## src/rtl/core/ltdn_pkg.sv

```systemverilog
// ----------------------------------------------------------------------------
// ltdn_pkg
// Shared types and constants for the landmark table with dedupe and
// nearest-landmark search.
// ----------------------------------------------------------------------------
`default_nettype none

package ltdn_pkg;

  localparam int COORD_W  = 24;
  localparam int RADIUS_W = 16;
  localparam int R2_W     = 2 * RADIUS_W;
  localparam int SQ_W     = 2 * COORD_W;
  localparam int DIST_W   = SQ_W + 1;
  localparam int IDX_W    = 8;

  localparam logic [RADIUS_W-1:0] RADIUS_RESET = 16'd1280;

  localparam logic KIND_INSERT = 1'b0;
  localparam logic KIND_QUERY  = 1'b1;

  typedef struct packed {
    logic                      kind;
    logic signed [COORD_W-1:0] pos_x;
    logic signed [COORD_W-1:0] pos_y;
  } req_t;

  typedef struct packed {
    logic                      added;
    logic                      is_duplicate;
    logic                      map_full;
    logic                      map_empty;
    logic [IDX_W-1:0]          nearest_index;
    logic signed [COORD_W-1:0] nearest_x;
    logic signed [COORD_W-1:0] nearest_y;
  } rsp_t;

  typedef logic [RADIUS_W-1:0] cfg_t;

  typedef struct packed {
    logic start;
    logic issue;
    logic finish;
  } cmd_t;

  typedef struct packed {
    logic pipe_busy;
    logic rsp_free;
  } sts_t;

endpackage

`default_nettype wire

```

## src/rtl/core/ltdn_ctrl.sv

```systemverilog
// ----------------------------------------------------------------------------
// ltdn_ctrl
// Sequencer: takes an item, walks the table addresses, waits for the
// distance pipeline to drain, then hands the result to the output register.
// ----------------------------------------------------------------------------
`default_nettype none

module ltdn_ctrl #(
  parameter int CW = 9
) (
  input  wire logic           clk,
  input  wire logic           rst,
  input  wire logic           req_valid,
  output logic                req_ready,
  input  wire ltdn_pkg::sts_t sts,
  input  wire logic [CW-1:0]  count,
  output ltdn_pkg::cmd_t      cmd,
  output logic [CW-1:0]       addr
);
  import ltdn_pkg::*;

  typedef enum logic [3:0] {
    ST_IDLE  = 4'b0001,
    ST_SCAN  = 4'b0010,
    ST_DRAIN = 4'b0100,
    ST_RESP  = 4'b1000
  } state_t;

  state_t        state;
  state_t        state_next;
  logic [CW-1:0] addr_next;

  always_comb begin
    state_next = state;
    addr_next  = addr;
    req_ready  = 1'b0;
    cmd        = '0;
    unique case (state)
      ST_IDLE: begin
        req_ready = 1'b1;
        if (req_valid) begin
          cmd.start  = 1'b1;
          addr_next  = '0;
          state_next = ST_SCAN;
        end
      end
      ST_SCAN: begin
        if (addr == count) begin
          state_next = ST_DRAIN;
        end else begin
          cmd.issue = 1'b1;
          addr_next = addr + 1'b1;
        end
      end
      ST_DRAIN: begin
        if (!sts.pipe_busy) begin
          state_next = ST_RESP;
        end
      end
      ST_RESP: begin
        if (sts.rsp_free) begin
          cmd.finish = 1'b1;
          state_next = ST_IDLE;
        end
      end
      default: begin
        state_next = ST_IDLE;
      end
    endcase
  end

  always_ff @(posedge clk) begin
    if (rst) begin
      state <= ST_IDLE;
    end else begin
      state <= state_next;
    end
  end

  always_ff @(posedge clk) begin
    addr <= addr_next;
  end

endmodule

`default_nettype wire

```

## config.mk

```make
export PLATFORM = sky130hd
export DESIGN_NAME = ltdn_ctrl
export DESIGN_NICKNAME = d
export VERILOG_FILES = /design/src/rtl/core/ltdn_pkg.sv /design/src/rtl/core/ltdn_ctrl.sv
export SDC_FILE = /design/constraint.sdc
export NUM_CORES = 1
export LEC_CHECK = 0
export BUFFER_PORTS_ARGS = -buffer_cell sky130_fd_sc_hd__buf_4
export CORE_MARGIN = 2
export CORE_UTILIZATION = 48
export CTS_CLUSTER_DIAMETER = 150
export DETAILED_ROUTE_END_ITERATION = 7
export GPL_ROUTABILITY_DRIVEN = 0
export PLACE_DENSITY_LB_ADDON = 0.1
export SYNTH_ARGS = -nofsm -noshare
export SYNTH_HDL_FRONTEND = slang
export SYNTH_SLANG_ARGS = --single-unit
```

## constraint.sdc

```tcl
create_clock -name clk -period 2.5 [get_ports clk]
set_clock_uncertainty 0.2 [all_clocks]
set_input_delay 0.5 -clock clk [delete_from_list [all_inputs] [get_ports clk]]
set_output_delay 0.5 -clock clk [all_outputs]
set_load 0.05 [all_outputs]
```

==> results.json <==
{
  "worst_r2r_path_depth": 6,
  "synth-edff-count": 9,
  "power_frac_comb": 0.333,
  "status": "finished, final reports clean",
  "ctsRootBufferMaster": "clkbuf_4",
  "via_count": 709,
  "reg2reg_from": "addr[4]$_SDFFCE_PP0P_",
  "wl_um": 1640,
  "grt_pass1_wl_um": 2480,
  "ys_seq_elements": 13,
  "maxCapViolations": 0,
  "syn-instance-count": 80,
  "synthesis.area_um2": 782,
  "die_y_um": 44.4,
  "muxShareOfSynthArea": 0,
  "r2r_end": "addr[8]$_SDFFCE_PP0P_",
  "power_density_nw_per_um2": 568,
  "fin_util": 0.701,
  "drt_iter0_drc": 13,
  "io_pins": 27,
  "synth_top_family_by_area": "simple AND/OR/NAND/NOR gates",
  "dpl-instance-area_um2": 1010,
  "clockPowerShare": 0.215,
  "synth_seq_area_share": 0.448,
  "synth_compound_area_frac": 0.0832,
  "fin_ws_ns": 0.112,
  "area_growth_pct": 36.6,
  "rrSetupSlack_ns": 0.45,
  "peakVddDrop_mv": 0.463,
  "setup-violations-final": 0,
  "antenna_left": 0,
  "synthAdderAreaFrac": 0.0160,
  "synth.top_cells.by_area": "edfxtp_1 35%, xnor2_1 11%, dfxtp_1 10%",
  "clockBufferDepth": 2,
  "coreArea_um2": 1520,
  "cts_tree": "done",
  "layout_min_cycle_time_ns": 2.39,
  "nNetsFinal": 132,
  "synth_area_leader_cell": "edfxtp_1",
  "final.period_utilization": 0.955,
  "clkTransAtPathRegs_ns": 0.07,
  "final_hold_viol_count": 0,
  "required_ns": 1.80,
  "synth_nets": 95,
  "grt_start_max_net_pins": 11,
  "yosys.area_share.xor_xnor": 0.178,
  "ys_types": 27,
  "diodes": 0,
  "cts_resized": 0,
  "power_leakage_nw": 0.439,
  "dieArea_um2": 1970,
  "clk_latency_ns": 0.28,
  "p_sw_frac": 0.350,
  "start_util": 0.513,
  "maxSlewHeadroom": 0.775,
  "start_kind": "flip-flop",
  "grt_use_total": 0.181,
  "fin_hold_ws_ns": 0.210,
  "intPower_mw": 0.394,
  "slew_viol_final": 0,
  "route.detailed.drc": 0,
  "finalPower_mw": 0.607,
  "n_fill_cell": 113,
  "rows": 14,
  "postCtsHoldBufs": 0,
  "syn_avg_cell_area_um2": 9.78,
  "hold_path_class": "in2reg",
  "critPathKind": "reg2out",
  "worst_pin_slew_ns": 0.337,
  "critPathMaxFanout": 5,
  "drive_above_1_share": 0.328,
  "portBuffers": 26,
  "grt_overflow": 0,
  "cp-startpoint": "addr[4]$_SDFFCE_PP0P_",
  "net-switching-power_mw": 0.212,
  "critPathArrivalTime_ns": 1.69,
  "grt_pass1_vias": 603,
  "cts_buffers": 3,
  "endpoint_kind": "output pin",
  "synthFlopType": "edfxtp_1",
  "synth-async-reset-ratio": 0,
  "ys_warn_count": 0,
  "fmax_mhz": 419,
  "dp_slack_ns": 0.304,
  "drtPass1Iterations": 4,
  "htree_levels": 1,
  "design_area_um2": 1070,
  "synth_commonest_cells": "10 x nor2_1, 10 x xnor2_1, 9 x edfxtp_1, 6 x nor3_1, 5 x nand3_1",
  "synth_top_cell_area_share": 0.346,
  "cts.sink_count": 13,
  "antenna_found_initial": 0,
  "synth-simple-area-share": 0.261,
  "dp_hpwl_um": 1260,
  "cp-endpoint": "cmd[1]",
  "dieWidth_um": 44.4,
  "wire_per_inst_um": 12.4,
  "vias_per_cell": 5.37,
  "power_frac_seq": 0.452
}
critical path, stage by stage, from the launching register on:
cell and delay (ns):
edfxtp_1 0.48, xnor2_1 0.19, nand3_1 0.10, nor4_2 0.37
nor2_1 0.07, buf_4 0.20
layer usage:
layer  up-vias  track usage  wire length (um)
li1        357            -                 -
met2        23        0.288               791
met3         5       0.0327               119
met1       324        0.219               688
met5         -            0                 0
met4         0        0.127                41
layout make-up:
type	count	area, um^2	area share
Multi-Input combinational cell	64	420	0.393
Timing Repair Buffer	32	240	0.225
Sequential cell	13	350	0.328
Clock buffer	4	26.3	0.0246
Tap cell	16	20.0	0.0187
Inverter	3	11.3	0.0105
logic make-up after synthesis:
group	Yosys count
buffers and inverters	3
adder cells (fa/ha/maj)	1
AO/OA/AOI/OAI	10
AND/OR/NAND/NOR	38
flip-flops	13
XOR/XNOR	15
how the worst min path moves through the flow:
stage	from	endpoint	cells past startpoint
after floorplan	state[0]$_SDFFE_PP1P_	state[1]$_SDFFE_PP0P_	2
after global placement	state[0]$_SDFFE_PP1P_	state[1]$_SDFFE_PP0P_	2
after detailed placement	state[0]$_SDFFE_PP1P_	state[1]$_SDFFE_PP0P_	2
after CTS	rst	state[3]$_SDFFE_PP0P_	2
after global routing	rst	state[3]$_SDFFE_PP0P_	2
final	rst	state[3]$_SDFFE_PP0P_	2
sequential cells by signal, summed over array words and instances, names as in the netlist:
signal,count
state,4
addr,9
power by group through the flow:
stage          Combinational (mW)  Sequential [mW]  Clock (mW)
4_1_cts                     0.192            0.277       0.136
6_report                    0.202            0.274       0.130
3_5_place_dp                0.191            0.281           0
3_3_place_gp                0.190            0.281           0
2_1_floorplan              0.0820            0.325           0
5_1_grt                     0.215            0.277       0.140
what timing repair did:
item / 4_1_cts / 5_1_grt
buffers inserted: 0 / 4
endpoints found under the hold margin: 0 / 0
setup endpoints to repair: 0 / 1
cells in the final DEF, fill, tap and decap left out, types with 2 or more instances in the layout:
cell type,count
a21oi_1,3
and3_1,3
buf_4,32
clkbuf_4,3
dfxtp_1,4
edfxtp_1,9
inv_1,3
nand2_1,2
nand2b_1,3
nand3_1,5
nand4_1,2
nor2_1,10
nor2b_1,2
nor3_1,6
o21ai_0,2
xnor2_1,10
xor2_1,4
through the flow:
stage | instances | TNS (ns)
2_1_floorplan | 80 | 0
3_3_place_gp | 124 | 0
3_5_place_dp | 124 | 0
4_1_cts | 128 | 0
5_1_grt | 132 | -0.00217
6_report | 132 | 0
Power figures use the tool's default switching activity.
